`src/rtl/alle_pkg.sv`:
```
`default_nettype none
package alle_pkg;

  // Field widths of the stream payload.
  localparam int OP_W     = 2;
  localparam int VALUE_W  = 32;
  localparam int POS_W    = 4;
  localparam int STATUS_W = 2;
  localparam int LEN_W    = 5;

  // Operation codes.
  localparam logic [OP_W-1:0] OP_PREPEND = 2'd0;
  localparam logic [OP_W-1:0] OP_READ    = 2'd1;
  localparam logic [OP_W-1:0] OP_WRITE   = 2'd2;

  // Status codes.
  localparam logic [STATUS_W-1:0] ST_OK     = 2'd0;
  localparam logic [STATUS_W-1:0] ST_FULL   = 2'd1;
  localparam logic [STATUS_W-1:0] ST_BEYOND = 2'd2;

  // Commands from the controller to the datapath.
  typedef struct packed {
    logic accept;   // latch a new input beat
    logic walk;     // execute one step of the operation or of the walk
    logic rd_done;  // value read from the node store is available
    logic finish;   // move the result into the output register
  } cmd_t;

  // Status from the datapath to the controller.
  typedef struct packed {
    logic walk_end;  // the current step ends the walk or the operation
    logic need_rd;   // the step issues a value read that must be waited for
    logic out_free;  // the output register can take a result this cycle
  } sts_t;

endpackage
`default_nettype wire

```
`src/rtl/alle_ctrl.sv`:
```
`default_nettype none
module alle_ctrl (
  input  wire             clk,
  input  wire             rst,
  input  wire             in_valid,
  output logic            in_ready,
  input  alle_pkg::sts_t  sts,
  output alle_pkg::cmd_t  cmd
);
  import alle_pkg::*;

  typedef enum logic [3:0] {
    S_IDLE   = 4'b0001,
    S_WALK   = 4'b0010,
    S_RDWAIT = 4'b0100,
    S_FINISH = 4'b1000
  } state_t;

  state_t state, state_next;

  // State register.
  always_ff @(posedge clk) begin
    if (rst) begin
      state <= S_IDLE;
    end else begin
      state <= state_next;
    end
  end

  // Next state and command decode.
  always_comb begin
    state_next  = state;
    cmd         = '0;
    in_ready    = 1'b0;
    unique case (state)
      S_IDLE: begin
        in_ready = 1'b1;
        if (in_valid) begin
          cmd.accept = 1'b1;
          state_next = S_WALK;
        end
      end
      S_WALK: begin
        cmd.walk = 1'b1;
        if (sts.walk_end) begin
          state_next = sts.need_rd ? S_RDWAIT : S_FINISH;
        end
      end
      S_RDWAIT: begin
        cmd.rd_done = 1'b1;
        state_next  = S_FINISH;
      end
      S_FINISH: begin
        if (sts.out_free) begin
          cmd.finish = 1'b1;
          state_next = S_IDLE;
        end
      end
      default: begin
        state_next = S_IDLE;
      end
    endcase
  end

endmodule
`default_nettype wire

```
`src/rtl/alle_dp.sv`:
```
`default_nettype none
module alle_dp #(
  parameter int LIST_CAPACITY = 16
) (
  input  wire                              clk,
  input  wire                              rst,
  input  alle_pkg::cmd_t                   cmd,
  output alle_pkg::sts_t                   sts,
  input  wire  [alle_pkg::OP_W-1:0]        operation,
  input  wire  signed [alle_pkg::VALUE_W-1:0] value,
  input  wire  [alle_pkg::POS_W-1:0]       position,
  output logic                             out_valid,
  input  wire                              out_ready,
  output logic signed [alle_pkg::VALUE_W-1:0] read_value,
  output logic [alle_pkg::STATUS_W-1:0]    status,
  output logic [alle_pkg::LEN_W-1:0]       length
);
  import alle_pkg::*;

  // Link width holds every node index plus the "none" mark.
  localparam int LW = $clog2(LIST_CAPACITY + 1);
  localparam int IW = $clog2(LIST_CAPACITY);
  localparam logic [LW-1:0] NONE = LW'(LIST_CAPACITY);

  // Node store: one write and one registered read per cycle on each array.
  logic signed [VALUE_W-1:0] value_mem [LIST_CAPACITY];
  logic [LW-1:0]             next_mem  [LIST_CAPACITY];

  logic [OP_W-1:0]           op_q;
  logic signed [VALUE_W-1:0] val_q;
  logic [POS_W-1:0]          steps;
  logic                      use_head;
  logic [LW-1:0]             head;
  logic [LW-1:0]             count;
  logic [LW-1:0]             link_q;
  logic signed [VALUE_W-1:0] value_q;
  logic signed [VALUE_W-1:0] res_value;
  logic [STATUS_W-1:0]       res_status;

  logic [LW-1:0] ptr;
  logic          ptr_valid;
  logic          full;
  logic          is_walk;
  logic          at_target;
  logic          prep_en;
  logic          vwrite;
  logic          vread;
  logic          lread;
  logic [IW-1:0] vwaddr;

  // Nodes are taken from the free list in index order and never returned,
  // so the free head always equals the entry count.
  always_comb begin
    ptr       = use_head ? head : link_q;
    ptr_valid = (ptr != NONE);
    full      = (count == NONE);
    is_walk   = (op_q == OP_READ) || (op_q == OP_WRITE);
    at_target = ptr_valid && (steps == '0);
    prep_en   = cmd.walk && (op_q == OP_PREPEND) && !full;
    vwrite    = prep_en || (cmd.walk && (op_q == OP_WRITE) && at_target);
    vread     = cmd.walk && (op_q == OP_READ) && at_target;
    lread     = cmd.walk && is_walk && ptr_valid && (steps != '0);
    vwaddr    = prep_en ? count[IW-1:0] : ptr[IW-1:0];
    sts.walk_end = !is_walk || !ptr_valid || (steps == '0);
    sts.need_rd  = (op_q == OP_READ) && at_target;
    sts.out_free = !out_valid || out_ready;
  end

  // Value array.
  always_ff @(posedge clk) begin
    if (vwrite) begin
      value_mem[vwaddr] <= val_q;
    end
    if (vread) begin
      value_q <= value_mem[ptr[IW-1:0]];
    end
  end

  // Next-link array; the read data register drives the walk pointer.
  always_ff @(posedge clk) begin
    if (prep_en) begin
      next_mem[count[IW-1:0]] <= head;
    end
    if (lread) begin
      link_q <= next_mem[ptr[IW-1:0]];
    end
  end

  // Input latch and walk step counter.
  always_ff @(posedge clk) begin
    if (cmd.accept) begin
      op_q  <= operation;
      val_q <= value;
      steps <= position;
    end else if (lread) begin
      steps <= steps - 1'b1;
    end
  end

  // Head selection for the first walk step.
  always_ff @(posedge clk) begin
    if (rst) begin
      use_head <= 1'b0;
    end else if (cmd.accept) begin
      use_head <= 1'b1;
    end else if (lread) begin
      use_head <= 1'b0;
    end
  end

  // List head and entry count.
  always_ff @(posedge clk) begin
    if (rst) begin
      head  <= NONE;
      count <= '0;
    end else if (prep_en) begin
      head  <= count;
      count <= count + 1'b1;
    end
  end

  // Result assembly.
  always_ff @(posedge clk) begin
    if (cmd.walk) begin
      res_value <= '0;
      case (op_q)
        OP_PREPEND: res_status <= full ? ST_FULL : ST_OK;
        OP_READ, OP_WRITE: res_status <= ptr_valid ? ST_OK : ST_BEYOND;
        default: res_status <= ST_OK;
      endcase
    end else if (cmd.rd_done) begin
      res_value <= value_q;
    end
  end

  // Output register, which frees the input side while a result waits.
  always_ff @(posedge clk) begin
    if (rst) begin
      out_valid <= 1'b0;
    end else if (cmd.finish) begin
      out_valid <= 1'b1;
    end else if (out_ready) begin
      out_valid <= 1'b0;
    end
  end

  always_ff @(posedge clk) begin
    if (cmd.finish) begin
      read_value <= res_value;
      status     <= res_status;
      length     <= LEN_W'(count);
    end
  end

endmodule
`default_nettype wire

```
`src/rtl/array_linked_list_engine_top.sv`:
```
`default_nettype none
// Singly linked list held in a store of LIST_CAPACITY nodes, with one
// result beat for every input beat. Operations are prepend, read at a list
// position and write at a list position. The block takes one operation at
// a time. A read or write at position p walks min(p, n) next links on a
// list of n entries, as the walk stops at the list end; a read that finds
// its node then passes through a read-wait state. The walk follows one next
// link per cycle through the registered read port of the link array. A new
// input beat is taken while the previous result still waits in the output
// register. No clearing pass runs after reset.
module array_linked_list_engine_top #(
  parameter int LIST_CAPACITY = 16
) (
  input  wire         clk,
  input  wire         rst,
  input  wire         s_axis_tvalid,
  output logic        s_axis_tready,
  input  wire  [39:0] s_axis_tdata,   // value[31:0], position[35:32], zero fill
  input  wire  [1:0]  s_axis_tuser,   // operation[1:0]
  output logic        m_axis_tvalid,
  input  wire         m_axis_tready,
  output logic [39:0] m_axis_tdata,   // read_value[31:0], length[36:32], zero fill
  output logic [1:0]  m_axis_tuser    // status[1:0]
);
  import alle_pkg::*;

  cmd_t cmd;
  sts_t sts;

  logic signed [VALUE_W-1:0] read_value;
  logic [STATUS_W-1:0]       status;
  logic [LEN_W-1:0]          length;

  alle_ctrl u_ctrl (
    .clk      (clk),
    .rst      (rst),
    .in_valid (s_axis_tvalid),
    .in_ready (s_axis_tready),
    .sts      (sts),
    .cmd      (cmd)
  );

  alle_dp #(
    .LIST_CAPACITY (LIST_CAPACITY)
  ) u_dp (
    .clk        (clk),
    .rst        (rst),
    .cmd        (cmd),
    .sts        (sts),
    .operation  (s_axis_tuser),
    .value      (s_axis_tdata[31:0]),
    .position   (s_axis_tdata[35:32]),
    .out_valid  (m_axis_tvalid),
    .out_ready  (m_axis_tready),
    .read_value (read_value),
    .status     (status),
    .length     (length)
  );

  // Pack the result fields onto the output stream.
  assign m_axis_tdata = {3'b000, length, read_value};
  assign m_axis_tuser = status;

endmodule
`default_nettype wire

```
`config.mk`:
```
export PLATFORM = sky130hd
export DESIGN_NAME = array_linked_list_engine_top
export DESIGN_NICKNAME = d
export VERILOG_FILES = /design/src/rtl/alle_pkg.sv /design/src/rtl/alle_ctrl.sv /design/src/rtl/alle_dp.sv /design/src/rtl/array_linked_list_engine_top.sv
export SDC_FILE = /design/constraint.sdc
export NUM_CORES = 1
export LEC_CHECK = 0
export ABC_AREA = 1
export BUFFER_PORTS_ARGS = -buffer_cell sky130_fd_sc_hd__buf_2
export CAP_MARGIN = 20
export CORE_MARGIN = 2
export CORE_UTILIZATION = 30
export CTS_CLUSTER_DIAMETER = 80
export DETAILED_ROUTE_END_ITERATION = 16
export SLEW_MARGIN = 15
export SYNTH_ARGS = -nofsm -noshare
export SYNTH_HDL_FRONTEND = slang
export SYNTH_SLANG_ARGS = --single-unit
export TNS_END_PERCENT = 1
```
`constraint.sdc`:
```
create_clock -name clk -period 3.5 [get_ports clk]
set_input_delay 0 -clock clk [delete_from_list [all_inputs] [get_ports clk]]
set_output_delay 0 -clock clk [all_outputs]
set_load 0.02 [all_outputs]
```
# Yosys cells after proc, flatten, opt, wreduce, memory -nomap -nowiden
# Memories as Yosys holds them, arrays and structs flattened. A register that Yosys moved wholly into a read port is not among the register bits.
# Cells that the tools add are included.
# op_classes
n_eq_ne	11
n_reduce_logical	27
add_sub_neg	2
muxes	27
# op_table
cell	n
$mux 4	7
$mux 1	16
$pmux 4 s4	1
$logic_and 1x1->1	11
$ne 2x2->1 const B	3
$add 5x1->5 const B	1
$eq 5x5->1 const B	1
$logic_or 1x1->1	5
$mux 5	1
$ne 5x5->1 const B	1
$eq 4x1->1 const B	1
$eq 4x2->1 const B	1
$eq 4x3->1 const B	1
$eq 4x4->1 const B	1
$logic_not 1->1	4
$logic_not 4->1	1
$pmux 2 s2	1
$reduce_bool 2->1	2
$reduce_bool 4->1	1
$sub 4x1->4 const B	1
$reduce_and 3->1	1
$eq 2x1->1 const B	1
$eq 2x2->1 const B	1
$logic_not 2->1	1
other kinds (2)	2
# word_totals
output_inout_bits	44
word_cells	82
mem_bits_rw	592
inputBits	46
register_bits	127
n_memories	2
# mem_list
memory	depth	word_bits	read_ports	rd_clocked_by_memory_dff	write_ports	line_no	source
u_dp.value_mem	16	32	1	1	1	alle_dp.sv:26	logic signed [VALUE_W-1:0] value_mem [LIST_CAPACITY];
u_dp.next_mem	16	5	1	1	1	alle_dp.sv:27	logic [LW-1:0] next_mem [LIST_CAPACITY];

# Logic depth before layout (Yosys ltp)
# depth
word_depth	7
depth_mapped	11
mapped_depth_nobuf	11

# By module
# A second synthesis with hierarchy kept.
# unflattened
cells_unflattened	2576
area_unflattened_um2	30442.9
# modules_own_cells
module	n_inst	cells_each	seq_area_each_um2	area_each_um2
alle_dp	1	2532	22141.2	30143.9
alle_ctrl	1	40	80.1	272.8
array_linked_list_engine_top	1	4	0.0	26.3

# Worst setup path before layout
# No wires, ideal clock.
# synth_timing
path_type	reg2reg
startpoint	register u_dp.count[0]
endpoint	memory u_dp.value_mem[0][0] (enable)
period_less_slack_ps	3254
slack_ps	246
stages_incl_launch_ff	11
setup_time_ps	421
required_time_ps	3079
arrival_time_ps	2833
path_buffers	1
cell_sequence	dfxtp_1 > inv_1 > ha_1 > nand4_1 > nand2_1 > nor2_4 > buf_4 > o21ai_0 > nor2_1 > nand2_1 > nor2_1
# synth_between
elab_chain_len	6
elab_cells_between_ends	7
cone_classes	1 x eq/ne; 3 x mux; 3 x reduce/logical
# synth_rtl
item	line_no	source
start: declaration	alle_dp.sv:34	logic [LW-1:0] count;
start signal: assignment	alle_dp.sv:118	count <= count + 1'b1;
$eq 5x5->1	alle_dp.sv:56	full = (count == NONE);
$logic_not 1->1	alle_dp.sv:59	prep_en = cmd.walk && (op_q == OP_PREPEND) && !full;
$logic_and 1x1->1	alle_dp.sv:59	
$logic_or 1x1->1	alle_dp.sv:60	vwrite = prep_en || (cmd.walk && (op_q == OP_WRITE) && at_target);
$mux 1	alle_dp.sv:71	if (vwrite) begin
$mux 1 (implied by the code)	alle_dp.sv:72	value_mem[vwaddr] <= val_q;
end: declaration	alle_dp.sv:26	
# Several ways; a longest one is shown, not always the timed one.

# Final worst setup path
# layout_timing
startpoint	register u_dp.count[1]
endpoint	memory u_dp.value_mem[9][9] (enable)
# The elaborated chain is that of the path after synthesis.

==> results <==
- The number of different library cells in the post-synthesis netlist is 31.
- The via count of the first global-routing pass is 16.73k.
- After clock tree synthesis, the flow added hold-fix buffers numbering 43.
- Synthesis produced 2274 cells.
- The global-route track usage on met1 is 0.1872.
- The leakage component of the power is 0.01217 µW.
- The type of element launching the critical path is a flop.
- The final hold violation count was 0.
- The net switching fraction of the power is 0.2355.
- CTS built an H-tree with a depth of 3.
- During I/O placement, the number of pins put on the boundary was 90.
- The area of the multi-input gates is 5873 µm².
- The vertical die dimension is 318.1 µm.
- The number of buffers and inverters on the critical path is 2.
- The number of cell instances on the worst register-to-register path is 10.
- For this run, global-route usage on met2 was measured as 0.2112.
- The worst slew margin relative to its limit is 0.3384.
- The cell depth of the worst min-delay path is 2.
- The critical path's most frequent cell is nand2_1.
- In this run the deepest clock path goes through 3 buffers.
- The class of the worst hold path is in -> reg.
- Setup repair after global routing left no endpoint under its margin.
- The highest cell delay on the worst timing path is 0.43 ns.
- Of the total synthesized cell area, the portion taken by AND, OR, NAND and NOR gates is 0.08007.
- The total grt overflow is 0.
- Of the total synthesized cell area, the portion taken by XOR and XNOR cells is 0.0005919.
- The area of the mapped netlist is 29600 µm².
- Routability-driven placement finished with a final weighted congestion of 0.7900.
- The number of violations reported at the end of detailed-routing iteration 0 is 1494.
- The critical path start-end classification is reg -> reg.
- The number of antenna violations at the first check in global routing came to 4.
- The internal power summed over all cells is 15280 µW.
- The power per standard cell area is 577.1 nW/µm².
- The total routing resource utilization after global routing is 0.1329.
- The critical path required time is 3.78 ns.
- In the final layout, the share of cells above drive strength 1 is 0.1168.
- Dividing the detail-routed via count by the number of cells gives 4.653.
- The analysis attributes to net switching a power of 4707 µW.
- In this run the most critical hold path is launched from s_axis_tdata[21].
- The placement-stage worst setup slack is 0.5684 ns.
- The first global-routing pass estimated 103000 µm of wire.
- The fill cell total of the finished layout is 9429.
- Of the total power, the clock network draws 0.408.
- The register bit total from synthesis is 756.
- The sequential element share of the synthesized area is 0.7508.
- After synthesis, the mean cell area works out to 13.01 µm².
- The die footprint is 101200 µm².
- After clock tree synthesis, the clock-pin slew on the worst setup and hold paths is 0.06 ns.
- Entering global routing, the biggest net connects 184 pins.
- The count of buffers inserted at the top-level ports is 82.
- Measured against the total synthesized area, the mux share comes to 0.
- The share of total power in combinational logic is 0.075.
- For this run, design rule violations remaining after detail routing come to 0.
- The endpoint identified for the worst register-to-register timing path is u_dp.value_mem[9][9].
- The number of diodes added for antenna fixing is 0.
- Buffers added to address setup during post-CTS repair amount to 0.
- The worst setup path is captured at a flop.
- For the pin with the worst max-slew slack, the measured transition is 0.9924 ns.
- The TritonCTS sink count is 756.
- Across the VDD grid, the largest voltage drop is 364.3 µV.
- The flow ran to the end, and the final reports show no timing, DRC or antenna violations.
- The root buffer cell chosen for the clock tree is clkbuf_16.
- In this run the most used layer during global routing was met2.
- After floorplanning, the core was divided into 115 placement rows.
- For met3 alone, demand over resource in global routing was 0.02366.
- After legalization and detailed placement, the total HPWL measured 38880 µm.
- For the final routed database, the setup TNS stands at 0 ns.
- The remaining number of nets flagged by the antenna check after routing is 0.
- The family of cells with the greatest summed delay on the critical path is simple AND/OR/NAND/NOR gates.
- Data arrives at the worst endpoint at 3.24 ns.
- The later-pin clock latency in the skew report is 0.64 ns.
- The count of cells resized by post-cts repair is 0.
- The number of buffers created by CTS is 78.
- Yosys printed 0 warnings.
- The total iterations of the first detailed-routing run is 7.
- Counting I/O delays and the setup requirement, the final critical path takes 2.964 ns.
- The sequential cells in the finished layout cover a total of 22220 µm².
- The post-synthesis compound-gate area fraction is 0.1080.
- The startpoint identified for the worst register-to-register timing path is u_dp.count[1].
- The upper clock frequency limit is 337.4 MHz.
- The slowest stage of the critical path is the dfxtp_1 cell.
- The clock tree from TritonCTS is built.
- By area, the combinational part of the netlist is dominated by compound AO/OA/AOI/OAI gates.
- For hold timing, the worst endpoint is u_dp.val_q[21].
- Between clock sinks in the finished design, the worst skew comes to 0.01950 ns.
- The signal on the critical path passes through inv_1 > ha_1 > nand4_1 > nand2_1 > nor2_4 > nand2_1 > o21ai_1 > nand2_1 > nor2_4 > buf_4.
- The width of the chip is 318.1 µm.
- Summing over every cut layer, the via total after detailed routing is 17.46k.
- The effective utilization at floorplan is 0.3016.
- In this run the register-to-register setup slack is 0.54 ns.
- Dividing the final minimum period by the clock period gives 0.8469.
- The floorplan step defined a core boundary enclosing 98130 µm².
- The number of nets in the final layout is 2465.
- The area growth from synthesis to layout is 17.04%.
- Max-cap violations in this run came to 0.
- After detailed routing, the average wire length per cell comes to 18.00 µm.
- Along the worst path, the maximum fanout reaches 21.
- Of the total synthesized cell area, the portion taken by full adders, half adders and majority gates is 0.004228.
- The total of endpoints with negative setup slack in the final report is 0.
- The final-report max-slew violation count is 0.
- Of the total power, registers draw 0.517.
- For this block, the routed nets add up to 67540 µm of wire.
- Setup slack on the critical path of the routed design comes to 0.5358 ns.
## worst reg2reg max path: stages (launching register included)
cell     delay (ns)
dfxtp_1        0.43
inv_1          0.12
ha_1           0.22
nand4_1        0.13
nand2_1        0.10
nor2_4         0.27
nand2_1        0.08
o21ai_1        0.28
nand2_1        0.38
nor2_4         0.20
buf_4          0.37
## power by group through the flow
stage	registers (µW)	logic [µW]	clock network (µW)
final	10300	1500	8160
after global placement	10500	1440	0
after floorplan	10500	960	0
after CTS	10300	1510	8350
after detailed placement	10500	1460	0
after global routing	10400	1670	8690
## registers in the layout, indices dropped and copies added (netlist names)
signal           flops
u_dp.value_mem     512
u_dp.res_status      2
u_dp.value_q        32
u_dp.op_q            2
u_dp.head            5
u_dp.link_q          5
u_dp.status          2
u_dp.use_head        1
u_dp.val_q          32
u_dp.steps           4
u_dp.res_value      32
u_dp.read_value     32
u_dp.next_mem       80
u_dp.out_valid       1
u_dp.length          5
u_ctrl.state         4
u_dp.count           5
## cell usage after synthesis (all sizes together)
| library cell | number | share of area |
|---|---|---|
| a21oi | 84 | 0.014 |
| buf | 72 | 0.015 |
| clkbuf | 64 | 0.0083 |
| clkinv | 3 | 0.00038 |
| conb | 1 | 0.00013 |
| dfxtp | 48 | 0.032 |
| edfxtp | 708 | 0.72 |
| ha | 10 | 0.0042 |
| inv | 254 | 0.032 |
| nand2 | 199 | 0.026 |
| nand3 | 157 | 0.027 |
| nand4 | 6 | 0.0018 |
| nor2 | 193 | 0.025 |
| nor3 | 4 | 0.00068 |
| nor3b | 2 | 0.00068 |
| o211ai | 169 | 0.043 |
| o21ai | 298 | 0.051 |
| xnor2 | 2 | 0.00059 |
## layer usage
metal,up-vias,wire [µm],share of wire
met5,-,0,0
met4,0,1357,0.020
met3,97,4194,0.062
met2,487,30950,0.46
met1,8448,31030,0.46
li1,8426,-,-
## metrics by stage
stage          area, µm²  std cells  hold WS, ns  power, µW    util
3_3_place_gp       31690       3573       0.1783      11960  0.3229
5_1_grt            34640       3752      0.06707      20720  0.3530
2_1_floorplan      29600       2276      0.09887      11410       -
6_report           34640       3752      0.08166      19990  0.3530
4_1_cts            34640       3752      0.05614      20190  0.3530
3_5_place_dp       31690       3573       0.1813      11990  0.3229
## layout by cell type (no fill, tap or decap), drive strengths merged
| cell | count |
|---|---|
| a21oi | 84 |
| bufinv | 6 |
| o21ai | 298 |
| clkinvlp | 1 |
| nor2 | 193 |
| xnor2 | 2 |
| dfxtp | 48 |
| inv | 260 |
| nor3 | 4 |
| edfxtp | 708 |
| ha | 10 |
| dlygate4sd3 | 43 |
| conb | 3 |
| buf | 146 |
| nand2 | 199 |
| nor3b | 2 |
| clkinv | 23 |
| nand3 | 157 |
| o211ai | 169 |
| nand4 | 6 |
| clkbuf | 103 |
## worst max path at each step
| stage | start | to | slack [ns] | cells after the start |
|---|---|---|---|---|
| 2_1_floorplan | u_dp.count[0] | u_dp.value_mem[0][0] | 0.25 | 10 |
| 3_3_place_gp | u_dp.count[1] | u_dp.value_mem[3][25] | 0.61 | 10 |
| 3_5_place_dp | u_dp.count[1] | u_dp.value_mem[5][14] | 0.57 | 10 |
| 4_1_cts | u_dp.count[1] | u_dp.value_mem[3][1] | 0.55 | 10 |
| 5_1_grt | u_dp.count[0] | u_dp.value_mem[5][16] | 0.26 | 10 |
| 6_report | u_dp.count[1] | u_dp.value_mem[9][9] | 0.54 | 10 |
## cell type report
type                    instances  share of cell area
flip-flops and latches        756              0.6415
clock inverters                33             0.01228
inverters                     257             0.02792
repair buffers                189             0.04176
well taps                    1287             0.04649
multi-input cells            1127              0.1696
clock buffers                 103             0.06050
## cell families after synthesis
family,count (synthesis)
xor gates and xnor gates,2
other,1
buffers and inverters,393
and+or+nand+nor,561
DFF,756
AOI/OAI and AO/OA,551
adders and majority gates,10
Power figures use the tool's default switching activity.
